==> config.mk <==
export PLATFORM = sky130hd
export DESIGN_NAME = sqd_lane
export DESIGN_NICKNAME = d
export VERILOG_FILES = /design/src/sv/sqd_pkg.sv /design/src/sv/sqd_lane.sv
export SDC_FILE = /design/constraint.sdc
export NUM_CORES = 1
export LEC_CHECK = 0
export ABC_AREA = 0
export ABC_CLOCK_PERIOD_IN_PS = 14200
export BUFFER_PORTS_ARGS = -buffer_cell sky130_fd_sc_hd__buf_2
export CORE_AREA = 2 2 124 126
export DETAILED_ROUTE_END_ITERATION = 12
export DIE_AREA = 0 0 126 128
export PLACE_DENSITY = 0.82
export SETUP_SLACK_MARGIN = 0.1
export SYNTH_ARGS = -nofsm -noshare
export SYNTH_HDL_FRONTEND = slang
export SYNTH_SLANG_ARGS = --single-unit
==> constraint.sdc <==
create_clock -name clk -period 14.2 [get_ports clk]
set_input_delay 1.42 -clock clk [delete_from_list [all_inputs] [get_ports clk]]
set_output_delay 1.42 -clock clk [all_outputs]
set_load 0.01 [all_outputs]
==> src/sv/sqd_pkg.sv <==
// Shared types, widths and helper functions for the squared-distance top-K scan.
package sqd_pkg;

    localparam int NDIM     = 14;
    localparam int DIM_W    = 16;
    localparam int DIFF_W   = DIM_W + 1;
    localparam int SQ_W     = 2 * DIM_W;
    localparam int GRP_SIZE = 4;
    localparam int NGRP     = (NDIM + GRP_SIZE - 1) / GRP_SIZE;
    localparam int GRP_W    = SQ_W + 2;
    localparam int DIST_W   = 36;
    localparam int LABEL_W  = 8;
    localparam int ID_W     = 32;

    localparam int IN_W     = NDIM * DIM_W + LABEL_W + ID_W;
    localparam int SLOT_W   = DIST_W + LABEL_W + ID_W;
    localparam int OUT_W    = ((SLOT_W + 7) / 8) * 8;
    localparam int PAD_W    = OUT_W - SLOT_W;

    localparam int ADDR_W   = 5;
    localparam int CFG_W    = 64;
    localparam int Q3_W     = 32;
    localparam int QRY_W    = 3 * CFG_W + Q3_W;

    localparam logic [1:0] REG_Q0 = 2'd0;
    localparam logic [1:0] REG_Q1 = 2'd1;
    localparam logic [1:0] REG_Q2 = 2'd2;
    localparam logic [1:0] REG_Q3 = 2'd3;

    typedef logic signed [DIM_W-1:0] dim_t;

    typedef struct packed {
        logic               last;
        logic [LABEL_W-1:0] label;
        logic [ID_W-1:0]    id;
    } meta_t;

    typedef struct packed {
        logic [DIST_W-1:0]  distance;
        logic [LABEL_W-1:0] label;
        logic [ID_W-1:0]    id;
    } slot_t;

    localparam slot_t SLOT_EMPTY = '{distance: '1, label: '0, id: '1};

    // Smaller distance wins; on equal distance the lower id wins.
    function automatic logic pair_better(slot_t a, slot_t b);
        return (a.distance < b.distance) ||
               ((a.distance == b.distance) && (a.id < b.id));
    endfunction

endpackage

==> src/sv/sqd_lane.sv <==
// One distance lane: difference of one dimension, magnitude and its square, registered.
module sqd_lane
(
    input  logic                     clk,
    input  logic                     en,
    input  sqd_pkg::dim_t            rec,
    input  sqd_pkg::dim_t            qry,
    output logic [sqd_pkg::SQ_W-1:0] sq_reg
);
    import sqd_pkg::*;

    logic signed [DIFF_W-1:0] diff;
    logic [DIFF_W-1:0]        mag;
    logic [SQ_W-1:0]          sq_next;

    always_comb
    begin
        diff = {rec[DIM_W-1], rec} - {qry[DIM_W-1], qry};
        mag  = diff[DIFF_W-1] ? DIFF_W'(-diff) : DIFF_W'(diff);
        // The magnitude never exceeds 65535, so the top bit is always zero.
        sq_next = mag[DIM_W-1:0] * mag[DIM_W-1:0];
    end

    always_ff @(posedge clk)
    begin
        if (en)
        begin
            sq_reg <= sq_next;
        end
    end

endmodule

# == Yosys cells after proc, flatten, opt, wreduce, memory -nomap -nowiden ==
# Index checks and enable logic that the tools add are counted.
# totals
word_cells,5
register_bits,32
in_bits,34
output_inout_bits,32
# op_classes
n_mul,1
n_addsub,2
muxes,1
# op_table
op,count
multiplier 16 x 16 -> 32 bit,1
subtractor 16 x 16 -> 17 bit,1
two-way mux 16 bit,1
negator 16 bit,1

# == Longest topological paths before layout ==
# depth
word_depth,4
mapped_depth,38
mapped_depth_nobuf,37

# == Worst setup path after synthesis ==
# Ideal clock, no wire load.
# synth_path
path_kind,input-to-reg
start,in rec[0]
end,"reg sq_reg[31] in the netlist's numbering, data pin"
stages,31
setup_ns,0.268
setup_slack_ns,3.832
path_buffers,0
required_ns,13.932
arrival_ns,10.101
path_cell_list,inv_1 -> ha_1 -> fa_1 -> nand2b_1 -> a21bo_1 -> a221oi_2 -> nand2_1 -> o32a_1 -> or4_4 -> o41ai_4 -> xor2_2 -> or2_2 -> fa_1 -> inv_1 -> fa_1 -> fa_1 -> fa_1 -> fa_1 -> inv_1 -> fa_1 -> inv_1 -> ha_1 -> a21o_1 -> a21o_1 -> or3_1 -> o22ai_1 -> o311a_1 -> nand4b_1 -> a21oi_1 -> o41ai_1 -> xnor3_1
# synth_via
elab_chain_len,4
# synth_rtl
element,line_no,rtl
from (decl),sqd_lane.sv:6,"input sqd_pkg::dim_t rec,"
subtractor 16 x 16 -> 17 bit (*),sqd_lane.sv:18,"diff = {rec[DIM_W-1], rec} - {qry[DIM_W-1], qry};"
negator 16 bit,sqd_lane.sv:19,mag = diff[DIFF_W-1] ? DIFF_W'(-diff) : DIFF_W'(diff);
two-way mux 16 bit (*),sqd_lane.sv:19,
multiplier 16 x 16 -> 32 bit (*),sqd_lane.sv:21,sq_next = mag[DIM_W-1:0] * mag[DIM_W-1:0];
via sq_next[31],sqd_lane.sv:14,logic [SQ_W-1:0] sq_next;
to (signal assigned),sqd_lane.sv:28,sq_reg <= sq_next;
to (decl),sqd_lane.sv:8,output logic [sqd_pkg::SQ_W-1:0] sq_reg
# Mark *: on every way through the listed nets, which the timed path passes. The rest lies on a longest branch.
# A chain may end at the register's enable or synchronous reset.

# == Final worst setup path ==
# Same ends and word-level chain as after synthesis.

==> impl_metrics.yaml <==
yosys:
  post_synth_main_area_contributors: "sky130_fd_sc_hd__fa_1, sky130_fd_sc_hd__ha_1, sky130_fd_sc_hd__inv_1"
  async_flop_share: 0
  synth_area_leader_cell: "sky130_fd_sc_hd__fa_1"
  synthesis.area_per_instance_um2: 9.05
  seq_area_frac_synth: 0.0997
  syn_inst: 1032
  synth_area_mm2: 0.00934
  yosys-top-cells-count: "sky130_fd_sc_hd__inv_1, sky130_fd_sc_hd__fa_1, sky130_fd_sc_hd__ha_1, sky130_fd_sc_hd__nor2_1, sky130_fd_sc_hd__nand2_1"
  yosysWarnings: 0
  synthMostInstantiatedCell: "sky130_fd_sc_hd__inv_1"
  synth_enable_flop_cells: 31
  netlist.area_leader.share: 0.358
  synth.lib_cells_used.distinct: 65
  ys_ff_latch: 31
  synthesized_netlist_net_count: 1343
  synth_ff_type: "sky130_fd_sc_hd__edfxtp_1"
routing:
  routed_wire_length_per_instance_um: 15.8
  viasPerCell: 5.59
  detailroute.via_count: 7123
  dr_iter_0_viols: 444
  post-route-drc-count: 0
  final_antenna_net_count: 0
  number_of_optimization_iterations_in_the_first_detailed_route_pass: 5
  detailed_route_wl_um: 20200
sta:
  slew-limit-headroom: 0.252
  post-route-min-period_ps: 11530
  report.final.hold_viol_count: 0
  max_clock_freq_mhz: 86.7
  final_critical_path_share_of_the_clock_period: 0.812
  max_slew.worst_pin.slew_ps: 1110
  setup_viol: 0
  drv_slew: 0
  rsz0062_at_grt: "no"
  setup_tns_ps: 0
cts:
  cts_sinks: 31
  cts_root_buf: "sky130_fd_sc_hd__clkbuf_16"
  number_of_buffers_inserted_during_clock_tree_synthesis: 5
  post_cts_resized: 0
  ctsLongestPathBuffers: 2
  cts_setup_buffers: 0
  h-tree-depth: 2
  cts_tree: "built"
  cts-hold-fix-buffers: 0
  clk_pin_slew_worst_paths_ps: 60
die:
  floorplan.initialDensity: 0.628
  ios: 66
  coreArea_mm2: 0.0149
  floorplan.rows: 45
  floorplan.die_area_mm2: 0.0161
  die_x_um: 126
  chip_height_um: 128
cells_and_area:
  share_of_cells_above_drive_strength_1: 0.0939
  antenna-diode-count: 0
  layout.filler_cells: 1187
  largest_reg_flops: 31
  multiInputGateArea_mm2: 0.00728
  design.final.nets: 1397
  seq_area_um2: 931
  syn_to_final_growth_pct: 6.74
placement:
  numPortBuffers: 64
  place_congestion: 0.944
  placed_wire_length_estimate_after_detailed_placement_um: 16800
grt:
  global_route_wire_length_before_repair_um: 34300
  groute.usage.overall: 0.263
  grt_antenna_before_repair: 0
  globalRoute.totalOverflow: 0
  vias_in_the_first_global_route: 7365
  pin_count_of_the_biggest_net_entering_global_routing: 32
worst_setup_path:
  crit_path_end_kind: "flip-flop"
  path_class: "primary input to flip-flop"
  worst_ep_required_time_ps: 14230
  cpMaxStageDelayCell: "sky130_fd_sc_hd__xnor2_1"
  startpoint_type: "primary input"
  cp_common_cell: "sky130_fd_sc_hd__fa_1"
  cp_max_fo: 17
  maximum_cell_stage_delay_along_the_critical_path_ps: 860
  cp_data_arrival_time_ps: 11560
run_status:
  outcome: "completed"
worst_hold_path:
  hold_path_class: "primary input to flip-flop"
job:
  cap_viol_max_count: 0
[cell usage in the layout, fill, tap and decap left out, types with 4 or more instances in the layout]
cell / synthesis / layout
sky130_fd_sc_hd__xnor2_1: 32 / 32
sky130_fd_sc_hd__buf_2: 3 / 64
sky130_fd_sc_hd__buf_4: 3 / 5
sky130_fd_sc_hd__and3_1: 9 / 9
sky130_fd_sc_hd__or3_1: 7 / 7
sky130_fd_sc_hd__and2_1: 5 / 5
sky130_fd_sc_hd__inv_1: 264 / 264
sky130_fd_sc_hd__nor2_1: 81 / 81
sky130_fd_sc_hd__edfxtp_1: 31 / 31
sky130_fd_sc_hd__o21bai_1: 8 / 8
sky130_fd_sc_hd__nor2b_1: 8 / 8
sky130_fd_sc_hd__o21a_1: 9 / 9
sky130_fd_sc_hd__nand3_1: 11 / 11
sky130_fd_sc_hd__nor3_1: 16 / 16
sky130_fd_sc_hd__or2_2: 4 / 4
sky130_fd_sc_hd__nand2_1: 77 / 77
sky130_fd_sc_hd__nand2b_1: 7 / 7
sky130_fd_sc_hd__clkinv_1: 4 / 5
sky130_fd_sc_hd__xnor2_2: 4 / 4
sky130_fd_sc_hd__a21oi_1: 41 / 41
sky130_fd_sc_hd__clkbuf_16: 0 / 5
sky130_fd_sc_hd__o211ai_1: 4 / 4
sky130_fd_sc_hd__ha_1: 110 / 110
sky130_fd_sc_hd__a21o_1: 18 / 18
sky130_fd_sc_hd__o21ai_0: 16 / 16
sky130_fd_sc_hd__inv_2: 6 / 6
sky130_fd_sc_hd__fa_1: 167 / 167
sky130_fd_sc_hd__xor2_1: 19 / 19
[worst max-delay path, delay by kind of cell]
kind                       cells  cell delay (ps)
adders and majority gates      9             3980
and+or+nand+nor                7             1490
AOI/OAI and AO/OA             10             2420
xor gates and xnor gates       2             1230
buffers and inverters          8             1000
[through the flow]
stage          cell area, um2  utilization  cells  worst slack, ps  hold WS (ps)
2_1_floorplan            9340            -   1032             3830          1530
3_3_place_gp             9830        0.661   1267             2670          1830
3_5_place_dp             9830        0.661   1267             2490          1830
4_1_cts                  9970        0.670   1274             2790          1740
5_1_grt                  9970        0.670   1274             2130          1770
6_report                 9970        0.670   1274             2670          1720
[cell type report]
| cell class | instances | share of cell area |
|---|---|---|
| Sequential cell | 31 | 0.0934 |
| Inverter | 274 | 0.103 |
| Multi-Input combinational cell | 705 | 0.730 |
| Tap cell | 188 | 0.0236 |
| Clock inverter | 2 | 0.000879 |
| Clock buffer | 5 | 0.0126 |
| Timing Repair Buffer | 69 | 0.0359 |
[cell families (layout without fill, tap and decap cells)]
logic type | count (synthesis) | in the layout | share of synthesized area
other | 1 | 1 | 0.000402
xor gates and xnor gates | 59 | 59 | 0.0624
muxes | 3 | 3 | 0.00335
buffers and inverters | 296 | 350 | 0.121
adders and majority gates | 277 | 277 | 0.505
DFF | 31 | 31 | 0.0997
and+or+nand+nor | 239 | 239 | 0.116
AOI/OAI and AO/OA | 126 | 126 | 0.0921
[per-layer routing]
metal  global-route usage  vias to the layer above  wire length (um)
li1                     -                     3305                 -
met1                0.336                     3463              8080
met2                0.455                      293             10100
met3               0.0455                       62              1290
met4               0.0937                        0               690
met5                    0                        -                 0
[worst paths after layout]
| path | endpoint | slack [ps] | depth (start not counted) | start |
|---|---|---|---|---|
| setup / recovery | sq_reg[31] | 2670 | 36 | rec[0] |
| hold / removal | sq_reg[25] | 1720 | 1 | en |
Power is not shown: default switching activity piles up to over one toggle a cycle in this logic, so the estimate is an artifact.
