<file path="src/sv/sqd_pkg.sv">
// Shared types, widths and helper functions for the squared-distance top-K scan.
package sqd_pkg;

    localparam int NDIM     = 14;
    localparam int DIM_W    = 16;
    localparam int DIFF_W   = DIM_W + 1;
    localparam int SQ_W     = 2 * DIM_W;
    localparam int GRP_SIZE = 4;
    localparam int NGRP     = (NDIM + GRP_SIZE - 1) / GRP_SIZE;
    localparam int GRP_W    = SQ_W + 2;
    localparam int DIST_W   = 36;
    localparam int LABEL_W  = 8;
    localparam int ID_W     = 32;

    localparam int IN_W     = NDIM * DIM_W + LABEL_W + ID_W;
    localparam int SLOT_W   = DIST_W + LABEL_W + ID_W;
    localparam int OUT_W    = ((SLOT_W + 7) / 8) * 8;
    localparam int PAD_W    = OUT_W - SLOT_W;

    localparam int ADDR_W   = 5;
    localparam int CFG_W    = 64;
    localparam int Q3_W     = 32;
    localparam int QRY_W    = 3 * CFG_W + Q3_W;

    localparam logic [1:0] REG_Q0 = 2'd0;
    localparam logic [1:0] REG_Q1 = 2'd1;
    localparam logic [1:0] REG_Q2 = 2'd2;
    localparam logic [1:0] REG_Q3 = 2'd3;

    typedef logic signed [DIM_W-1:0] dim_t;

    typedef struct packed {
        logic               last;
        logic [LABEL_W-1:0] label;
        logic [ID_W-1:0]    id;
    } meta_t;

    typedef struct packed {
        logic [DIST_W-1:0]  distance;
        logic [LABEL_W-1:0] label;
        logic [ID_W-1:0]    id;
    } slot_t;

    localparam slot_t SLOT_EMPTY = '{distance: '1, label: '0, id: '1};

    // Smaller distance wins; on equal distance the lower id wins.
    function automatic logic pair_better(slot_t a, slot_t b);
        return (a.distance < b.distance) ||
               ((a.distance == b.distance) && (a.id < b.id));
    endfunction

endpackage

</file>
<file path="src/sv/sqd_topk.sv">
// Top-K slot table with a pairwise ordering matrix that names the worst slot each cycle.
module sqd_topk
#(
    parameter int TOP_K = 5
)
(
    input  logic                       clk,
    input  logic                       rst_n,
    input  logic                       in_valid,
    input  logic [sqd_pkg::DIST_W-1:0] in_dist,
    input  sqd_pkg::meta_t             in_meta,
    output logic                       snap_valid,
    output sqd_pkg::slot_t             snap [TOP_K]
);
    import sqd_pkg::*;

    localparam int IDX_W = (TOP_K > 1) ? $clog2(TOP_K) : 1;

    slot_t            slot_reg    [TOP_K];
    slot_t            slot_next   [TOP_K];
    // better_reg[i][j] is set when slot i ranks strictly ahead of slot j.
    logic [TOP_K-1:0] better_reg  [TOP_K];
    logic [TOP_K-1:0] better_next [TOP_K];
    logic [TOP_K-1:0] new_lt;
    logic [TOP_K-1:0] slot_lt;
    logic [TOP_K-1:0] is_max;
    logic [IDX_W-1:0] worst;
    slot_t            cand;
    logic             ins;
    logic             matrix_ok;

    always_comb
    begin
        cand = '{distance: in_dist, label: in_meta.label, id: in_meta.id};
        for (int i = 0; i < TOP_K; i++)
        begin
            new_lt[i]  = pair_better(cand, slot_reg[i]);
            slot_lt[i] = pair_better(slot_reg[i], cand);
            is_max[i]  = ~|better_reg[i];
        end
        // The worst slot is the first one that no other slot ranks behind.
        worst = '0;
        for (int i = TOP_K - 1; i >= 0; i--)
        begin
            if (is_max[i])
            begin
                worst = IDX_W'(i);
            end
        end
        ins = in_valid && new_lt[worst];

        slot_next   = slot_reg;
        better_next = better_reg;
        if (ins)
        begin
            slot_next[worst] = cand;
            for (int j = 0; j < TOP_K; j++)
            begin
                better_next[worst][j] = (IDX_W'(j) != worst) && new_lt[j];
                better_next[j][worst] = (IDX_W'(j) != worst) && slot_lt[j];
            end
        end
    end

    always_ff @(posedge clk or negedge rst_n)
    begin
        if (!rst_n)
        begin
            for (int i = 0; i < TOP_K; i++)
            begin
                slot_reg[i]   <= SLOT_EMPTY;
                better_reg[i] <= '0;
            end
        end
        else if (in_valid && in_meta.last)
        begin
            for (int i = 0; i < TOP_K; i++)
            begin
                slot_reg[i]   <= SLOT_EMPTY;
                better_reg[i] <= '0;
            end
        end
        else
        begin
            slot_reg   <= slot_next;
            better_reg <= better_next;
        end
    end

    assign snap_valid = in_valid && in_meta.last;
    assign snap       = slot_next;

    always_comb
    begin
        matrix_ok = 1'b1;
        for (int i = 0; i < TOP_K; i++)
        begin
            for (int j = 0; j < TOP_K; j++)
            begin
                if (better_reg[i][j] != pair_better(slot_reg[i], slot_reg[j]))
                begin
                    matrix_ok = 1'b0;
                end
            end
        end
    end

`ifndef SYNTHESIS
    a_matrix_matches_slots: assert property (@(posedge clk) disable iff (!rst_n)
        matrix_ok)
        else $error("ordering matrix disagrees with slot contents");

    a_worst_exists: assert property (@(posedge clk) disable iff (!rst_n)
        is_max != '0)
        else $error("no slot qualifies as worst");

    a_clear_after_last: assert property (@(posedge clk) disable iff (!rst_n)
        (in_valid && in_meta.last) |=> (slot_reg[0] == SLOT_EMPTY && better_reg[0] == '0))
        else $error("table not cleared after last record");
`endif

endmodule

</file>
<file path="config.mk">
export PLATFORM = sky130hd
export DESIGN_NAME = sqd_topk
export DESIGN_NICKNAME = d
export VERILOG_FILES = /design/src/sv/sqd_pkg.sv /design/src/sv/sqd_topk.sv
export SDC_FILE = /design/constraint.sdc
export NUM_CORES = 1
export LEC_CHECK = 0
export BUFFER_PORTS_ARGS = -buffer_cell sky130_fd_sc_hd__buf_2
export CORE_MARGIN = 1.5
export CORE_UTILIZATION = 35
export CTS_CLUSTER_SIZE = 16
export DETAILED_ROUTE_END_ITERATION = 8
export SETUP_SLACK_MARGIN = 0.15
export SYNTH_ARGS = -nofsm -noshare
export SYNTH_HDL_FRONTEND = slang
export SYNTH_SLANG_ARGS = --single-unit
</file>
<file path="constraint.sdc">
create_clock -name clk -period 4.6 [get_ports clk]
set_clock_uncertainty 0.15 [all_clocks]
set_input_delay 0.69 -clock clk [delete_from_list [all_inputs] [get_ports clk]]
set_output_delay 0.69 -clock clk [all_outputs]
set_load 0.1 [all_outputs]
</file>
# Yosys cells after proc, flatten, opt, wreduce, memory -nomap -nowiden
# Cells that the tools add are included.
# Widths: inputs -> output; s select.
dict set report op_classes {
  order_cmp 24
  n_eq_ne 14
  muxes 36
  bitwise 1
  reduce_logical 41
}
# cell count
set op_table {}
lappend op_table {{$mux 380} 2}
lappend op_table {{$bwmux 380} 1}
lappend op_table {{$eq 36x36->1} 10}
lappend op_table {{$lt 36x36->1} 10}
lappend op_table {{$lt 32x32->1} 10}
lappend op_table {{$demux 76 s3} 1}
lappend op_table {{$bwmux 25} 5}
lappend op_table {{$mux 76} 1}
lappend op_table {{$demux 5 s3} 5}
lappend op_table {{$mux 25} 2}
lappend op_table {{$bwmux 5} 5}
lappend op_table {{$reduce_or 5->1} 5}
lappend op_table {{$logic_and 1x1->1} 24}
lappend op_table {{$mux 3} 6}
lappend op_table {{$logic_or 1x1->1} 10}
lappend op_table {{$ne 2x3->1 const A} 2}
lappend op_table {{$mux 5} 1}
lappend op_table {{$ge 4x4->1 const B} 1}
lappend op_table {{$lt 3x4->1 const B} 1}
lappend op_table {{$lt 4x1->1 const B} 1}
lappend op_table {{$mux 4} 1}
lappend op_table {{$not 3->4} 1}
lappend op_table {{$bmux 1 s3} 1}
lappend op_table {{$demux 1 s3} 1}
lappend op_table {{other kinds (7)} 9}
dict set report totals {
  register_bits 405
  inputBits 80
  output_inout_bits 381
  word_cells 136
}

# Longest topological paths before layout
dict set report depth {
  word_depth 23
  mapped_depth 15
  depth_no_buf 11
}

# Worst setup path before layout
# No wires, ideal clock.
dict set report synth_timing {
  path_type {in2out}
  startpoint {input in_dist[31] (netlist name)}
  endpoint {output snap[284] (netlist name)}
  arrival_ps 5321
  required_time_ps 3760
  setup_slack_ps -1561
  cell_stages 13
  n_path_buf 4
  cell_sequence {inv_1 > ha_1 > nand4_1 > or3_1 > nor4_1 > nand3_1 > a41oi_2 > nand4_1 > buf_2 > buf_6 > buf_2 > buf_2 > o31ai_1}
}
# item line
set synth_lines {}
lappend synth_lines {{start: declaration} sqd_topk.sv:10} ;# input logic [sqd_pkg::DIST_W-1:0] in_dist,
lappend synth_lines {{end: declaration} sqd_topk.sv:13} ;# output sqd_pkg::slot_t snap [TOP_K]

==> reports/summary.txt <==
Worst-Skew Late Latency: 0.62 ns
Initial Util: 0.3536
Nets@finish: 4343
Post-route setup slack: -0.6521 ns
WL final: 114.2 mm
Routed WL per cell: 22.69 microns
Clock sinks: 405
Syn nets: 3270
Die height: 291 microns
Vias/cell: 5.409
CTS tree: done
Final Cycle Share: 1.142
Die span in x: 291 microns
Area leader, netlist: dfstp_2
Register bit total from synthesis: 405
Top post-synthesis cells by count: dfstp_2, ha_1, nor2_1
1st-iter DRT viols: 1470
Critical path arrival: 4.41 ns
Top_reg_cell synth: dfstp_2
Failing checks: setup timing
Die Area: 84680 sq um
Layout Area Growth over Synthesis: 65.35%
Drt drc: 0
Status: complete, but fails checks
Filler cell count: 6520
Core Rows: 105
Root buf cell: clkbuf_16
R2r setup slk: 0.35 ns
Vias in the first global route: 27879
GRT overflow: 0
Final setup fails: 380
H-tree depth: 2
Average cell area after synthesis: 10.19 sq um
Max-slew violations: 0
Number of synthesized flops with an enable pin: 0
R2R depth: 18
Num ports: 461
DP HPWL: 80.81 mm
Unique cell type count in the Yosys netlist: 77
FMAX: 0.1904 GHz
Placed inst area: 41260 sq um
Worst Tran Pin Value: 0.9825 ns
First-pass GRT wire length: 169.3 mm
Top-area cell type share of the netlist area: 0.3077
Asr flop ratio synth: 1.000
Critical path class: flip-flop to primary output
Multi-input gate area: 19640 sq um
Relative slew slack: 0.3450
Cells after Synth: 2850
Via total after detailed routing: 27230
DRT Pass-1 Iters: 5
Core area: 82110 sq um
Gr usage total: 0.2559
Mapped Area: 29030 sq um
Layout cell share with drive strength beyond 1: 0.5356
Port buffer count: 460
Crit Reg-Reg Startpoint: slot_reg[226]
Initial antenna violation count: 3
Post-DRT Antenna Nets: 0
Max-cap viol count: 0
R2r endpoint: slot_reg[350]
Max clock buf depth: 3
Top post-synthesis cells by area: dfstp_2, ha_1, mux2_2, mux2i_1, dfrtp_1
RSZ-0062 raised after global routing: true
Max reg flops: 380
Final hold slack: 0.05354 ns
Sequential element share of the synthesized area: 0.3638
CP startpoint kind: flip-flop
Clock transition at path regs: 0.06 ns
CP max FO: 31
Hold Violations, Final: 0
YS warnings: 0
Largest net degree at the start of global routing: 199
Pre-CTS WS: -1.044 ns
Inserted Diodes: 0
Register Area: 10560 sq um
CTS Buf Count: 52
Final GP Congestion: 0.8971
Post-route minimum period: 5.252 ns
Required time worst endpoint: 3.76 ns
CP Capture Type: primary output
Worst hold path class: primary input to asynchronous set/reset pin
Final instance area: 48000 sq um
[cell type report]
class,instances,area share
multi-input cells,2189,0.4092
repair buffers,1185,0.2980
well taps,1070,0.02789
clock inverters,26,0.006934
inverters,90,0.007272
clock buffers,69,0.03078
flip-flops and latches,405,0.2200
[worst max-delay path by stage]
stage / start / end / slack (ns) / cells after the start
after floorplan: in_meta[27] / snap[284] / -0.06 / 14
after global placement: in_dist[34] / snap[127] / -0.95 / 18
after detailed placement: in_dist[34] / snap[107] / -1.04 / 18
after CTS: slot_reg[147] / snap[165] / -0.59 / 15
after global routing: slot_reg[226] / snap[372] / -0.73 / 18
final: slot_reg[226] / snap[362] / -0.65 / 18
[critical path, cell delays in order, from the launching register on]
cell and delay (ns):
dfstp_2 0.56, ha_4 0.14, nand4_1 0.13, buf_6 0.17
nor4_4 0.27, buf_4 0.19, nand3_4 0.09, buf_6 0.13
o21ai_2 0.13, o31ai_2 0.08, a41oi_2 0.31, and4_4 0.31
buf_6 0.12, buf_6 0.11, buf_12 0.10, nand3_4 0.10
buf_12 0.21, mux2_2 0.37, buf_12 0.18
[through the flow]
stage	util	std cells	TNS [ns]
floorplan	-	2850	-2.665
finish	0.5846	5034	-181.87
detailed placement	0.5025	4775	-369.84
CTS	0.5633	4962	-172.00
global route	0.5846	5034	-226.19
global placement	0.5025	4775	-330.50
[per-layer routing]
metal  GRT usage  vias to the layer above  share of wire
met2      0.4515                      826           0.51
met1      0.3144                    13476           0.41
li1            -                    12716              -
met4     0.08849                        4          0.034
met5           0                        -        0.00019
met3     0.04146                      208          0.052
[cell families after synthesis]
| group | count (synthesis) | share of synthesized area |
|---|---|---|
| buf+inv | 256 | 0.04112 |
| mux | 539 | 0.1996 |
| fa+ha+maj | 340 | 0.1465 |
| compound gates | 563 | 0.1271 |
| flops | 405 | 0.3638 |
| simple gates | 747 | 0.1219 |
[timing repair]
action                     4_1_cts  5_1_grt
gates cloned                    12       17
pin swaps                       33       66
hold buffers                     0        0
setup buffers                   80       55
setup endpoints to repair      447      380
gates resized for setup        589      232
[placed cells by master (no fill, tap or decap), drive strengths merged, types with 12 or more instances in the layout]
cell / instances
inv: 94
clkbuf: 83
nand4: 58
nor2: 327
o211ai: 20
a211oi: 13
nand2: 140
mux2: 306
and2: 18
dfstp: 340
a21oi: 158
o21ai: 128
and4: 12
mux2i: 233
nor3: 17
ha: 340
a21o: 35
o31ai: 73
nor2b: 12
nand3: 45
o311ai: 73
nor4: 20
dfrtp: 65
buf: 1169
nand2b: 70
Power is not shown: default switching activity piles up to over one toggle a cycle in this logic, so the estimate is an artifact.
