--- src/sv/sqd_pkg.sv ---
// Shared types, widths and helper functions for the squared-distance top-K scan.
package sqd_pkg;

    localparam int NDIM     = 14;
    localparam int DIM_W    = 16;
    localparam int DIFF_W   = DIM_W + 1;
    localparam int SQ_W     = 2 * DIM_W;
    localparam int GRP_SIZE = 4;
    localparam int NGRP     = (NDIM + GRP_SIZE - 1) / GRP_SIZE;
    localparam int GRP_W    = SQ_W + 2;
    localparam int DIST_W   = 36;
    localparam int LABEL_W  = 8;
    localparam int ID_W     = 32;

    localparam int IN_W     = NDIM * DIM_W + LABEL_W + ID_W;
    localparam int SLOT_W   = DIST_W + LABEL_W + ID_W;
    localparam int OUT_W    = ((SLOT_W + 7) / 8) * 8;
    localparam int PAD_W    = OUT_W - SLOT_W;

    localparam int ADDR_W   = 5;
    localparam int CFG_W    = 64;
    localparam int Q3_W     = 32;
    localparam int QRY_W    = 3 * CFG_W + Q3_W;

    localparam logic [1:0] REG_Q0 = 2'd0;
    localparam logic [1:0] REG_Q1 = 2'd1;
    localparam logic [1:0] REG_Q2 = 2'd2;
    localparam logic [1:0] REG_Q3 = 2'd3;

    typedef logic signed [DIM_W-1:0] dim_t;

    typedef struct packed {
        logic               last;
        logic [LABEL_W-1:0] label;
        logic [ID_W-1:0]    id;
    } meta_t;

    typedef struct packed {
        logic [DIST_W-1:0]  distance;
        logic [LABEL_W-1:0] label;
        logic [ID_W-1:0]    id;
    } slot_t;

    localparam slot_t SLOT_EMPTY = '{distance: '1, label: '0, id: '1};

    // Smaller distance wins; on equal distance the lower id wins.
    function automatic logic pair_better(slot_t a, slot_t b);
        return (a.distance < b.distance) ||
               ((a.distance == b.distance) && (a.id < b.id));
    endfunction

endpackage

--- src/sv/sqd_out.sv ---
// Result buffer that holds a snapshot of the slots and drains it one slot per transfer.
module sqd_out
#(
    parameter int TOP_K = 5
)
(
    input  logic                       clk,
    input  logic                       rst_n,
    input  logic                       load,
    input  sqd_pkg::slot_t             slots [TOP_K],
    output logic                       free,
    output logic                       m_axis_tvalid,
    input  logic                       m_axis_tready,
    // Fields from bit 0: slot_distance[35:0], slot_label[43:36], slot_id[75:44], zero pad.
    output logic [sqd_pkg::OUT_W-1:0]  m_axis_tdata,
    // last_slot
    output logic                       m_axis_tlast
);
    import sqd_pkg::*;

    localparam int IDX_W = (TOP_K > 1) ? $clog2(TOP_K) : 1;
    localparam logic [IDX_W-1:0] LAST_IDX = IDX_W'(TOP_K - 1);

    slot_t            buf_reg [TOP_K];
    logic             busy_reg;
    logic [IDX_W-1:0] cnt_reg;
    logic             at_last;

    assign at_last = (cnt_reg == LAST_IDX);
    assign free    = !busy_reg || (m_axis_tready && at_last);

    always_ff @(posedge clk)
    begin
        if (load)
        begin
            buf_reg <= slots;
        end
    end

    always_ff @(posedge clk or negedge rst_n)
    begin
        if (!rst_n)
        begin
            busy_reg <= 1'b0;
            cnt_reg  <= '0;
        end
        else if (load)
        begin
            busy_reg <= 1'b1;
            cnt_reg  <= '0;
        end
        else if (busy_reg && m_axis_tready)
        begin
            if (at_last)
            begin
                busy_reg <= 1'b0;
                cnt_reg  <= '0;
            end
            else
            begin
                cnt_reg <= cnt_reg + 1'b1;
            end
        end
    end

    assign m_axis_tvalid = busy_reg;
    assign m_axis_tdata  = {{PAD_W{1'b0}}, buf_reg[cnt_reg].id, buf_reg[cnt_reg].label,
                            buf_reg[cnt_reg].distance};
    assign m_axis_tlast  = at_last;

`ifndef SYNTHESIS
    a_load_when_free: assert property (@(posedge clk) disable iff (!rst_n)
        load |-> free)
        else $error("snapshot loaded over an undelivered run");

    a_hold_on_stall: assert property (@(posedge clk) disable iff (!rst_n)
        (busy_reg && !m_axis_tready) |=> (busy_reg && $stable(cnt_reg)))
        else $error("slot index moved while the receiver stalled");

    a_done_after_last: assert property (@(posedge clk) disable iff (!rst_n)
        (busy_reg && m_axis_tready && at_last && !load) |=> !busy_reg)
        else $error("buffer still busy after the final slot");
`endif

endmodule

--- config.mk ---
export PLATFORM = sky130hd
export DESIGN_NAME = sqd_out
export DESIGN_NICKNAME = d
export VERILOG_FILES = /design/src/sv/sqd_pkg.sv /design/src/sv/sqd_out.sv
export SDC_FILE = /design/constraint.sdc
export NUM_CORES = 1
export LEC_CHECK = 0
export BUFFER_PORTS_ARGS = -buffer_cell sky130_fd_sc_hd__buf_4
export CORE_AREA = 4 4 186 188
export DETAILED_ROUTE_END_ITERATION = 8
export DIE_AREA = 0 0 190 192
export GPL_ROUTABILITY_DRIVEN = 0
export GPL_TIMING_DRIVEN = 0
export PLACE_DENSITY = 0.82
export SETUP_SLACK_MARGIN = 0.1
export SLEW_MARGIN = 0
export SYNTH_ARGS = -nofsm -noshare
export SYNTH_HDL_FRONTEND = slang
export SYNTH_SLANG_ARGS = --single-unit
--- constraint.sdc ---
create_clock -name clk -period 1.74 [get_ports clk]
set_input_delay 0.435 -clock clk [delete_from_list [all_inputs] [get_ports clk]]
set_output_delay 0.435 -clock clk [all_outputs]
set_load 0.005 [all_outputs]
* Word-level counts from Yosys, hierarchy flattened
Index checks and enable logic that the tools add are counted.
** Cells by class
- Equality and inequality tests :: 1
- Reduce and logical (&&, ||, !) cells :: 7
- Order comparisons :: 1
- $add $sub $neg :: 1
- Bitwise operators :: 1
- Muxes and demuxes :: 9
** Operators with widths (number)
- $bmux W76 S3 :: 1
- $mux W76 :: 2
- $mux W3 :: 3
- $ge A4 B4 Y1 const B :: 1
- $not A3 Y4 :: 1
- $reduce_bool A2 Y1 :: 2
- $add A3 B1 Y3 const B :: 1
- $eq A3 B3 Y1 const B :: 1
- $mux W1 :: 3
- $logic_and A1 B1 Y1 :: 2
- $reduce_and A2 Y1 :: 1
- $logic_not A1 Y1 :: 1
- $logic_or A1 B1 Y1 :: 1
** Word-level totals
- Output and inout port bits :: 83
- Bits of input ports :: 384
- Word-level logic and storage cells :: 37
- Register bits after elaboration :: 384

* Longest topological paths before layout
- Depth after elaboration :: 4
- Depth in mapped cells :: 8
- Mapped depth without buffers :: 5

* Worst setup path before layout
Ideal clock, no wire load.
- Kind :: register -> register
- Start :: reg cnt_reg[0]
- End :: reg cnt_reg[0]
- Buffers on the path :: 3
- Data arrival time :: 1.730 ns
- Setup time :: 0.073 ns
- Required time :: 1.667 ns
- Period minus slack after synthesis :: 1.803 ns
- Path slack :: -0.063 ns
- Stages on the path, launching flop included :: 9
- Cell sequence :: dfrtp_1 > buf_6 > buf_6 > buf_6 > inv_2 > ha_1 > and2_0 > or3_1 > a21oi_2
** Between the ends
- Word-level cells in the longest chain between the ends :: 4
- Elaborated cells on any way between the ends :: 5
- Classes of those cells :: add/sub (1); eq/ne (1); mux (3)
** Ends and longest elaborated chain
- from (decl) :: line sqd_out.sv:26 : logic [IDX_W-1:0] cnt_reg;
- from (signal assigned) :: line sqd_out.sv:61 : cnt_reg <= cnt_reg + 1'b1;
- $eq A3 B3 Y1 :: line sqd_out.sv:29 : assign at_last = (cnt_reg == LAST_IDX);
- net m_axis_tlast :: line sqd_out.sv:17 : output logic m_axis_tlast
- $mux W3 :: line sqd_out.sv:54 : if (at_last)
- $mux W3 :: line sqd_out.sv:52 : else if (busy_reg && m_axis_tready)
- $mux W3 :: line sqd_out.sv:47 : else if (load)
The timed path passes the listed nets, and every way through them passes these cells. The select of a mux whose other input is x is not followed.
A chain may end at the register's enable or synchronous reset.

* Worst setup path after layout
- Start :: reg cnt_reg[0]
- End :: out m_axis_tdata[21] (netlist name)
** Between the ends
- Word-level cells in the longest chain between the ends :: 4
** Ends and longest elaborated chain
- $not A3 Y4 (implied by the code) :: line sqd_out.sv:68 : buf_reg[cnt_reg].distance};
- $bmux W76 S3 :: line sqd_out.sv:68
- $mux W76 (implied by the code) :: line sqd_out.sv:68
- $mux W76
- to (decl) :: line sqd_out.sv:15 : output logic [sqd_pkg::OUT_W-1:0] m_axis_tdata,
Every way passes these cells. The select of a mux whose other input is x is not followed.

==> flow_summary.toml <==
[timing]
worst_pin_slew_ps = 724
period_share = 1.55
slew_viol_final = 0
finalSetupTns_ps = -69830
rsz0062_at_grt = "yes"
finalSetupViolCount = 79
skew_ps = 3.79
finalHoldViolations = 0
slew_headroom = 0.517
setup_ws_ps = -963
fin_crit_ps = 2700
clock.fmax_mhz = 370

[cts]
cts_tree = "yes"
insertion_delay_ps = 530
clock-root-buffer = "clkbuf_16"
numCtsBuffers = 41
clock_sinks = 384
cts_htree_levels = 2
clkTransAtPathRegs_ps = 60
max-clock-path-buffers = 3

[critical_path]
crit_path_max_fanout = 6
startpoint_type = "flip-flop"
crit_top_cell = "buf_12"
slowest_stage = "dfrtp_2"
max_stage_delay_ps = 460
cp_data_required_time_ps = 1300
reg2regPathDepth = 8
arrival_ps = 2270
critPathKind = "flip-flop to output pin"
path_cells = "buf_12 -> buf_16 -> buf_12 -> mux2_4 -> a221o_1 -> buf_4"
end_kind = "output pin"

[flow_run]
cap_violations = 0

[logic_synthesis]
ys_warn_count = 0
mappedNetlistArea_um2 = 14700
avgSynthCellArea_um2 = 19.4
ys_ff_latch = 384
synthDistinctLibCells = 27
synthXorXnorAreaFrac = 0
syn_inst = 756
synth_top_family_by_area = "multiplexers"
synth-compound-area-share = 0.0532
yosys.area_share.simple = 0.0248
synth.mux.area_fraction = 0.110
yosysSeqAreaShare = 0.785
synth_fa_ha_area_frac = 0.00171

[drt]
wl_um = 40900
dr.pass1.iters = 4
drc_errors = 0
antenna_left = 0
vias_per_cell = 5.18
detail_route.wl_per_cell_um = 23.2
num_vias = 9139
drt_iter0_markers = 419

[floorplan]
start_util = 0.443
core-area_um2 = 33100
pin_count = 467
die_w_um = 190
rows = 67
dieArea_um2 = 36500
die_h_um = 192

[layout]
post-route-util = 0.634
largest_register_ffs = 380
multiInputGateArea_um2 = 3080
fillers = 2248
finish.instance_area_um2 = 21000
seq_area_um2 = 11500
layout-drive-gt1-share = 0.518
final_nets = 1674
syn2layout_area_growth_pct = 43.1

[grt]
met3_usage = 0.0645
gr-usage-met1 = 0.225
grt-busiest-layer = "met2"
grt_max_degree = 139
grt_overflow = 0
grt_pass1_wl_um = 56700
antenna_found_initial = 1
grt_usage = 0.208
grt_pass1_vias = 9838
use_met2 = 0.377

[placed_design]
place_area_um2 = 18800
io_buffers = 462
hpwlAfterDp_um = 27900
post-place-ws_ps = -883

[pwr]
power_density_nw_per_um2 = 1070
finalPower_uw = 22400
peakVddDrop_v = 0.000812
leakage_uw = 0.00829

[min_path]
hold_path.class = "input port to flip-flop"
whs_path_depth = 1

[status]
status = "finished with violations"
violations = "negative setup slack"
-- worst max-delay path, delay by kind of cell (launching register included) --
family                 cells  cell delay, ps
DFF                        1             460
AOI/OAI and AO/OA          1             340
muxes                      1             300
buffers and inverters      4             620
-- through the flow --
step / instances / hold WS (ps)
after global routing: 1763 / 41.1
after CTS: 1755 / 44.7
after floorplan: 759 / 139
final: 1764 / 74.5
after global placement: 1669 / 234
after detailed placement: 1671 / 238
-- per-layer routing --
layer  wire (um)  vias to the layer above  share of wire
met4        1560                        2          0.038
li1            -                     4104              -
met1       14300                     4484           0.35
met5          13                        -        0.00032
met2       21300                      464           0.52
met3        3760                       85          0.092
-- where the power goes --
group | internal (uW) | total, uW | switching, uW
logic | 1820 | 2980 | 1160
registers | 11000 | 11200 | 236
clock network | 4790 | 8180 | 3390
-- synthesized netlist by cell type --
cell / count / share of area
conb_1: 1 / 0.00026
nand3_1: 2 / 0.00068
clkbuf_1: 7 / 0.0018
mux4_2: 1 / 0.0015
mux2_2: 55 / 0.042
nor2_1: 77 / 0.020
nand2_1: 5 / 0.0013
a21oi_2: 1 / 0.00060
ha_1: 2 / 0.0017
inv_2: 1 / 0.00026
nor3b_2: 1 / 0.00085
buf_4: 10 / 0.0051
buf_2: 11 / 0.0038
mux2_1: 20 / 0.015
nand4b_1: 1 / 0.00060
dfrtp_1: 4 / 0.0068
edfxtp_1: 380 / 0.78
o21ai_1: 2 / 0.00068
a21oi_1: 2 / 0.00068
clkinv_1: 1 / 0.00026
inv_1: 1 / 0.00026
or3_1: 1 / 0.00043
a221o_1: 75 / 0.051
buf_6: 17 / 0.013
and2_0: 1 / 0.00043
mux2i_1: 75 / 0.051
nand2b_1: 2 / 0.00085
-- path summary, 6_finish.rpt --
path / start / end / slack [ps]
worst max-delay path: cnt_reg[0]$_DFFE_PN0P_ / m_axis_tdata[21] / -960
worst min-delay path: slots[186] / buf_reg[186]$_DFFE_PP_ / 70
worst max register to register: cnt_reg[0]$_DFFE_PN0P_ / cnt_reg[0]$_DFFE_PN0P_ / -120
worst min register to register: cnt_reg[1]$_DFFE_PN0P_ / cnt_reg[1]$_DFFE_PN0P_ / 670
max in group asynchronous: rst_n / cnt_reg[1]$_DFFE_PN0P_ / 1360
min in group asynchronous: rst_n / m_axis_tvalid$_DFFE_PN0P_ / 260
-- cell type report --
cell class                 count  share of cell area
sequential                   384               0.549
timing repair buffer         486               0.191
multi-input combinational    327               0.147
clock buffer                  51              0.0527
tap                          448              0.0267
buffer                        45              0.0262
clock inverter                19             0.00716
inverter                       3            0.000775
antenna                        1            0.000119
-- kinds of logic after synthesis --
group                    after synthesis
flip-flops                           384
multiplexers                         151
AND/OR/NAND/NOR                       90
AO/OA/AOI/OAI                         80
buffers and inverters                 48
adder cells (fa/ha/maj)                2
other                                  1
-- placed cells by master (no fill, tap or decap), types with 3 or more instances in the layout --
| cell type | count |
|---|---|
| clkinv_2 | 6 |
| buf_2 | 5 |
| nand2_1 | 4 |
| conb_1 | 4 |
| mux2i_1 | 67 |
| buf_6 | 32 |
| buf_4 | 452 |
| buf_16 | 5 |
| clkinv_1 | 7 |
| a221o_1 | 75 |
| clkbuf_16 | 50 |
| clkbuf_1 | 10 |
| mux2i_2 | 5 |
| edfxtp_1 | 380 |
| mux2i_4 | 3 |
| mux2_2 | 31 |
| buf_12 | 19 |
| dfrtp_2 | 3 |
| mux2_4 | 44 |
| clkbuf_2 | 4 |
| nor2_1 | 76 |
-- what timing repair did --
action / 4_1_cts / 5_1_grt
buffers inserted: 10 / 3
hold buffers: 1 / 0
cloned: 3 / 7
pin swaps: 4 / 7
setup endpoints to repair: 82 / 230
resized for setup: 62 / 84
hold endpoints to repair: 4 / 0
Note: power is estimated with default switching activity, not from simulation.
