===== config.mk =====
export PLATFORM = sky130hd
export DESIGN_NAME = sqd_sum
export DESIGN_NICKNAME = d
export VERILOG_FILES = /design/src/sv/sqd_pkg.sv /design/src/sv/sqd_sum.sv
export SDC_FILE = /design/constraint.sdc
export NUM_CORES = 1
export LEC_CHECK = 0
export BUFFER_PORTS_ARGS = -buffer_cell sky130_fd_sc_hd__buf_2
export CAP_MARGIN = 25
export CORE_UTILIZATION = 35
export CTS_BUF_LIST = sky130_fd_sc_hd__clkbuf_2
export CTS_CLUSTER_DIAMETER = 40
export CTS_CLUSTER_SIZE = 25
export DETAILED_ROUTE_END_ITERATION = 10
export SYNTH_ARGS = -nofsm -noshare
export SYNTH_HDL_FRONTEND = slang
export SYNTH_SLANG_ARGS = --single-unit

===== constraint.sdc =====
create_clock -name clk -period 4.9 [get_ports clk]
set_input_delay 0.735 -clock clk [delete_from_list [all_inputs] [get_ports clk]]
set_output_delay 0.735 -clock clk [all_outputs]
set_load 0.02 [all_outputs]

===== src/sv/sqd_pkg.sv =====
// Shared types, widths and helper functions for the squared-distance top-K scan.
package sqd_pkg;

    localparam int NDIM     = 14;
    localparam int DIM_W    = 16;
    localparam int DIFF_W   = DIM_W + 1;
    localparam int SQ_W     = 2 * DIM_W;
    localparam int GRP_SIZE = 4;
    localparam int NGRP     = (NDIM + GRP_SIZE - 1) / GRP_SIZE;
    localparam int GRP_W    = SQ_W + 2;
    localparam int DIST_W   = 36;
    localparam int LABEL_W  = 8;
    localparam int ID_W     = 32;

    localparam int IN_W     = NDIM * DIM_W + LABEL_W + ID_W;
    localparam int SLOT_W   = DIST_W + LABEL_W + ID_W;
    localparam int OUT_W    = ((SLOT_W + 7) / 8) * 8;
    localparam int PAD_W    = OUT_W - SLOT_W;

    localparam int ADDR_W   = 5;
    localparam int CFG_W    = 64;
    localparam int Q3_W     = 32;
    localparam int QRY_W    = 3 * CFG_W + Q3_W;

    localparam logic [1:0] REG_Q0 = 2'd0;
    localparam logic [1:0] REG_Q1 = 2'd1;
    localparam logic [1:0] REG_Q2 = 2'd2;
    localparam logic [1:0] REG_Q3 = 2'd3;

    typedef logic signed [DIM_W-1:0] dim_t;

    typedef struct packed {
        logic               last;
        logic [LABEL_W-1:0] label;
        logic [ID_W-1:0]    id;
    } meta_t;

    typedef struct packed {
        logic [DIST_W-1:0]  distance;
        logic [LABEL_W-1:0] label;
        logic [ID_W-1:0]    id;
    } slot_t;

    localparam slot_t SLOT_EMPTY = '{distance: '1, label: '0, id: '1};

    // Smaller distance wins; on equal distance the lower id wins.
    function automatic logic pair_better(slot_t a, slot_t b);
        return (a.distance < b.distance) ||
               ((a.distance == b.distance) && (a.id < b.id));
    endfunction

endpackage


===== src/sv/sqd_sum.sv =====
// Two-stage registered adder tree that merges the lane squares into one distance.
module sqd_sum
(
    input  logic                       clk,
    input  logic                       en,
    input  logic [sqd_pkg::SQ_W-1:0]   sq [sqd_pkg::NDIM],
    output logic [sqd_pkg::DIST_W-1:0] dist_reg
);
    import sqd_pkg::*;

    logic [GRP_W-1:0]  grp_next [NGRP];
    logic [GRP_W-1:0]  grp_reg  [NGRP];
    logic [DIST_W-1:0] dist_next;

    always_comb
    begin
        for (int g = 0; g < NGRP; g++)
        begin
            grp_next[g] = '0;
            for (int e = 0; e < GRP_SIZE; e++)
            begin
                if (g * GRP_SIZE + e < NDIM)
                begin
                    grp_next[g] = grp_next[g] + GRP_W'(sq[g * GRP_SIZE + e]);
                end
            end
        end
        dist_next = '0;
        for (int g = 0; g < NGRP; g++)
        begin
            dist_next = dist_next + DIST_W'(grp_reg[g]);
        end
    end

    always_ff @(posedge clk)
    begin
        if (en)
        begin
            grp_reg  <= grp_next;
            dist_reg <= dist_next;
        end
    end

endmodule


# --- Yosys cells after proc, flatten, opt, wreduce, memory -nomap -nowiden ---
# Index checks and enable logic that the tools add are counted.
classes:
  add_sub_neg: 13
op_table:
  columns: ["operator", "n"]
  rows:
  - ["adder 32 x 32 -> 33 bit", 4]
  - ["adder 33 x 32 -> 34 bit", 3]
  - ["adder 34 x 32 -> 34 bit", 3]
  - ["adder 35 x 34 -> 36 bit", 1]
  - ["adder 36 x 34 -> 36 bit", 1]
  - ["adder 34 x 34 -> 35 bit", 1]
totals:
  reg_bits: 172
  input_bits: 450
  out_inout_bits: 36
  word_cells: 18

# --- Longest topological paths before layout ---
depth:
  word_depth: 3
  ltp_mapped: 14
  ltp_nobuf: 14

# --- Worst setup path after synthesis ---
# Ideal clock, no wire load.
synth_timing:
  path_type: "input port to flip-flop"
  start: "input port sq[193] (netlist bit)"
  end: "register grp_reg[101] (netlist bit), data pin"
  setup_ns: 0.265
  arrival_ns: 4.041
  t_required_ns: 4.635
  setup_slack_ns: 0.594
  path_stages: 14
  n_path_buf: 0
  path_cell_list: "fa_1 inv_1 fa_1 inv_1 ha_1 fa_1 a211oi_1 o21ai_1 a21oi_2 o21ai_2 a211oi_4 o311ai_2 a311oi_2 o31ai_1"
synth_rtl:
  columns: ["element", "line_no", "text"]
  rows:
  - ["start: declaration", "sqd_sum.sv:6", "input logic [sqd_pkg::SQ_W-1:0] sq [sqd_pkg::NDIM],"]
  - ["end signal: assignment", "sqd_sum.sv:39", "grp_reg <= grp_next;"]
  - ["end: declaration", "sqd_sum.sv:12", "logic [GRP_W-1:0] grp_reg [NGRP];"]

# --- Worst setup path after layout ---
layout_timing:
  start: "register grp_reg[35] (netlist bit)"
  end: "register dist_reg[31] (netlist bit), data pin"
layout_via:
  elab_chain_len: 2
layout_rtl:
  columns: ["element", "line_no", "text"]
  rows:
  - ["adder 35 x 34 -> 36 bit", "sqd_sum.sv:31", "dist_next = dist_next + DIST_W'(grp_reg[g]);"]
  - ["adder 36 x 34 -> 36 bit", "sqd_sum.sv:31", null]
  - ["named net dist_next[31]", "sqd_sum.sv:13", "logic [DIST_W-1:0] dist_next;"]
  - ["end signal: assignment", "sqd_sum.sv:40", "dist_reg <= dist_next;"]
  - ["end: declaration", "sqd_sum.sv:7", "output logic [sqd_pkg::DIST_W-1:0] dist_reg"]
# The timed path passes the listed nets, and every way through them passes these cells.
# A chain may end at the register's enable or synchronous reset.

==> flow_summary.html <==
<table>
<tr><th>Metric</th><th>Value</th></tr>
<tr><th colspan="2">Worst setup path</th></tr>
<tr><td>Critical path's slowest cell</td><td>edfxtp_1</td></tr>
<tr><td>Endpoint of the worst register-to-register path</td><td>dist_reg[31]</td></tr>
<tr><td>Startpoint-to-endpoint class of the critical path</td><td>flip-flop to flip-flop</td></tr>
<tr><td>Data required time at the worst endpoint</td><td>5540 ps</td></tr>
<tr><td>Startpoint type of the worst setup path</td><td>flip-flop</td></tr>
<tr><td>CP arrival</td><td>roughly 5000 ps</td></tr>
<tr><td>Ordered list of cells on the worst path</td><td>fa_1 &gt; fa_1 &gt; ha_1 &gt; inv_1 &gt; fa_1 &gt; nand2b_1 &gt; a211o_1 &gt; a21oi_1 &gt; o21ai_1 &gt; o211ai_1 &gt; a31oi_1 &gt; o21ai_1 &gt; xor2_1</td></tr>
<tr><td>Max incr delay on CP</td><td>500 ps</td></tr>
<tr><td>CP Depth</td><td>13</td></tr>
<tr><td>Largest delay contributor family on the critical path</td><td>adder cells</td></tr>
<tr><td>Number of cells on the worst reg-to-reg path</td><td>13</td></tr>
<tr><td>Setup crit end kind</td><td>flip-flop</td></tr>
<tr><td>Reg2Reg Setup Slack</td><td>510 ps</td></tr>
<tr><td>Most common cell on crit path</td><td>fa_1</td></tr>
<tr><td>CP Buf/Inv Count</td><td>1</td></tr>
<tr><td>R2r startpoint</td><td>grp_reg[35]</td></tr>
<tr><td>Highest fanout seen on the critical path</td><td>4</td></tr>
<tr><th colspan="2">STA</th></tr>
<tr><td>Number of pins with negative max-slew slack in the final report</td><td>0</td></tr>
<tr><td>Post-layout worst setup margin</td><td>512 ps</td></tr>
<tr><td>Transition time at the pin with the least slew margin</td><td>748 ps</td></tr>
<tr><td>Final Setup Violations</td><td>0</td></tr>
<tr><td>Total count of hold-check failures in the final report</td><td>0</td></tr>
<tr><td>Setup repair after global routing missed its margin</td><td>no</td></tr>
<tr><td>Fmax achieved</td><td>0.228 GHz</td></tr>
<tr><td>Post-Route Skew</td><td>around 32 ps</td></tr>
<tr><td>Final worst path period need</td><td>between 4000 and 5000 ps</td></tr>
<tr><td>Final period utilization</td><td>89.5%</td></tr>
<tr><td>Total negative setup slack</td><td>0 ps</td></tr>
<tr><td>Worst slew slack as a fraction of its limit</td><td>approximately half</td></tr>
<tr><th colspan="2">Floorplan</th></tr>
<tr><td>Core area</td><td>between 50000 and 60000 um2</td></tr>
<tr><td>Starting Density</td><td>35.7%</td></tr>
<tr><td>I/O pin count</td><td>about 490</td></tr>
<tr><td>Full die area</td><td>between 60000 and 70000 um2</td></tr>
<tr><td>Die height</td><td>245 um</td></tr>
<tr><td>Die Span X</td><td>245 um</td></tr>
<tr><td>Number of core rows</td><td>88</td></tr>
<tr><th colspan="2">Global route</th></tr>
<tr><td>Initial antenna violation count</td><td>2</td></tr>
<tr><td>Largest net degree at the start of global routing</td><td>85</td></tr>
<tr><td>Vias in the first global route</td><td>16700</td></tr>
<tr><td>Total routing usage reported by global routing</td><td>18.5%</td></tr>
<tr><td>Overflow left after global routing</td><td>0</td></tr>
<tr><td>First-pass GRT wire length</td><td>between 80000 and 90000 um</td></tr>
<tr><th colspan="2">CTS</th></tr>
<tr><td>Number of cells upsized or downsized after cts</td><td>0</td></tr>
<tr><td>Insertion delay to the later sink of the worst-skew pair</td><td>around 800 ps</td></tr>
<tr><td>TritonCTS Sinks</td><td>~170</td></tr>
<tr><td>Clock slew seen by the registers of the worst setup and hold paths</td><td>260 ps</td></tr>
<tr><td>Clock tree from TritonCTS</td><td>yes</td></tr>
<tr><td>H-Tree Depth</td><td>4</td></tr>
<tr><td>TritonCTS buffer count</td><td>17</td></tr>
<tr><td>Number of buffers inserted by hold repair at cts</td><td>0</td></tr>
<tr><td>Buffer levels on the longest clock path</td><td>2</td></tr>
<tr><td>Clock root buffer</td><td>clkbuf_2</td></tr>
<tr><td>Setup fix buffers added after clock tree synthesis</td><td>0</td></tr>
<tr><th colspan="2">Run</th></tr>
<tr><td>Count of max-cap constraint violations</td><td>0</td></tr>
<tr><th colspan="2">Routing</th></tr>
<tr><td>First DRT Iteration DRCs</td><td>approximately 760</td></tr>
<tr><td>Via count normalized by instance count</td><td>between 4 and 5</td></tr>
<tr><td>DRC violations left</td><td>0</td></tr>
<tr><td>Routed WL per cell</td><td>16.0 um</td></tr>
<tr><td>Via count</td><td>approximately 16000</td></tr>
<tr><td>Remaining antenna violation count after routing</td><td>0</td></tr>
<tr><td>Final wirelength</td><td>54900 um</td></tr>
<tr><td>Pre-antenna DRT Iters</td><td>5</td></tr>
<tr><th colspan="2">Worst hold path</th></tr>
<tr><td>Startpoint of the worst hold path</td><td>sq[160]</td></tr>
<tr><td>Cell depth of the worst min-delay path</td><td>2</td></tr>
<tr><td>Type of the most critical hold path</td><td>primary input to flip-flop</td></tr>
<tr><td>Worst Hold End</td><td>grp_reg[34]</td></tr>
<tr><th colspan="2">Placement</th></tr>
<tr><td>Post-place setup slack</td><td>122 ps</td></tr>
<tr><td>Half-perimeter wire length after detailed placement</td><td>48000 um</td></tr>
<tr><td>Final RePlAce weighted congestion</td><td>0.913</td></tr>
<tr><td>Total of buffers placed on input and output ports</td><td>around 490</td></tr>
<tr><th colspan="2">Power</th></tr>
<tr><td>Power density over cell area</td><td>742 nW/um2</td></tr>
<tr><td>Leakage power summed over all cells</td><td>12.7 nW</td></tr>
<tr><td>Max rail drop VDD</td><td>0.000662 V</td></tr>
<tr><th colspan="2">Logic synthesis</th></tr>
<tr><td>Syn nets</td><td>3045</td></tr>
<tr><td>Post-Synthesis Cell Area</td><td>just over 20000 um2</td></tr>
<tr><td>Count of flip-flops with a built-in enable after synthesis</td><td>roughly 170</td></tr>
<tr><td>Portion of synthesized cell area occupied by the leading cell type</td><td>about 25%</td></tr>
<tr><td>Synth area leaders</td><td>fa_1 25%, edfxtp_1 25%, inv_1 12%, ha_1 10%, xnor2_1 3.9%</td></tr>
<tr><td>Synth Area per Inst</td><td>approximately 9.5 um2</td></tr>
<tr><td>Number of distinct library cells after synthesis</td><td>just under 80</td></tr>
<tr><td>Gate count after technology mapping</td><td>2168</td></tr>
<tr><td>Yosys top cell by area</td><td>fa_1</td></tr>
<tr><td>Flip-flop cell with the highest count after synthesis</td><td>edfxtp_1</td></tr>
<tr><td>#FFs+latches synth</td><td>171</td></tr>
<tr><td>Async set-reset flop share out of synthesis</td><td>0%</td></tr>
<tr><td>Yosys warning total</td><td>0</td></tr>
<tr><td>Share of synthesized area occupied by flip-flops and latches</td><td>24.8%</td></tr>
<tr><th colspan="2">Final layout</th></tr>
<tr><td>Max reg flops</td><td>135</td></tr>
<tr><td>Number of nets in the layout</td><td>3533</td></tr>
<tr><td>Most common cell after layout, fill and taps aside</td><td>inv_1</td></tr>
<tr><td>Area delta synth-&gt;final</td><td>17.3%</td></tr>
<tr><td>Layout Utilization</td><td>41.8%</td></tr>
<tr><td>Commonest cells after routing, fill and taps aside</td><td>635 x inv_1, 484 x buf_2, 260 x fa_1</td></tr>
<tr><td>Antenna diode instance count</td><td>0</td></tr>
<tr><td>Fraction of final layout cells with drive strength greater than 1</td><td>20.3%</td></tr>
<tr><th colspan="2">Run status</th></tr>
<tr><td>Status</td><td>complete, no violations</td></tr>
</table>
-- where the power goes --
part	internal, mW	switching (mW)
clock	0.237	0.528
combinational	5.69	8.25
sequential	3.08	0.226
-- how the worst max path moves through the flow --
| stage | from | end | slack (ps) |
|---|---|---|---|
| floorplan | sq[193] | grp_reg[101] | 590 |
| global placement | sq[193] | grp_reg[101] | 160 |
| detailed placement | sq[193] | grp_reg[101] | 120 |
| CTS | grp_reg[35] | dist_reg[31] | 520 |
| global route | grp_reg[35] | dist_reg[33] | 260 |
| finish | grp_reg[35] | dist_reg[31] | 510 |
-- cell usage after synthesis, types with 19 or more instances --
library cell	instances
and3_1	20
ha_1	167
a21oi_1	150
nor2b_1	23
nand3_1	37
clkbuf_1	19
edfxtp_1	171
o21bai_1	24
inv_1	635
xnor2_1	93
nor2_1	71
o21ai_0	42
xor2_1	49
fa_1	260
o21ai_1	33
nand2_1	83
a21o_1	77
nand4_1	21
-- worst reg2reg max path, stage by stage, from the launching register on --
cell and delay (ps):
edfxtp_1 500, fa_1 490, fa_1 500, ha_1 230, inv_1 90, fa_1 450, nand2b_1 190, a211o_1 330
a21oi_1 350, o21ai_1 140, o211ai_1 210, a31oi_1 210, o21ai_1 290, xor2_1 250
-- layout make-up --
| class | instances | area [um2] |
|---|---|---|
| clock buffer | 20 | 100 |
| clock inverter | 12 | 121 |
| fill | 5853 | 33700 |
| inverter | 637 | 2390 |
| multi-input combinational | 1339 | 13100 |
| sequential | 171 | 5130 |
| tap | 765 | 957 |
| timing repair buffer | 490 | 2480 |
-- kinds of logic (layout without fill, tap and decap cells) --
logic type / count (synthesis) / in the layout / synth area share, %
compound gates: 453 / 453 / 14.3
xor+xnor: 142 / 142 / 6.01
fa+ha+maj: 427 / 427 / 35.2
buf+inv: 658 / 1159 / 11.9
flops: 171 / 171 / 24.8
mux: 2 / 2 / 0.0967
simple gates: 315 / 315 / 7.56
-- metrics by stage --
stage / std cells / hold WS, ps / area (um2) / power [mW]
3_3_place_gp: 3402 / 674 / 24100 / 17.2
3_5_place_dp: 3402 / 684 / 24100 / 17.2
4_1_cts: 3434 / 72.7 / 24300 / 18.2
2_1_floorplan: 2168 / 526 / 20700 / 13.6
5_1_grt: 3434 / 80.0 / 24300 / 20.0
6_report: 3434 / 206 / 24300 / 18.0
-- layer usage --
metal / up-vias / track usage, % / wire length (um)
li1: 7962 / - / -
met1: 7996 / 23.6 / 23600
met2: 446 / 33.4 / 28000
met3: 33 / 2.70 / 2750
met4: 4 / 2.90 / 511
met5: - / 0 / 21
(Power assumes the default switching activity.)
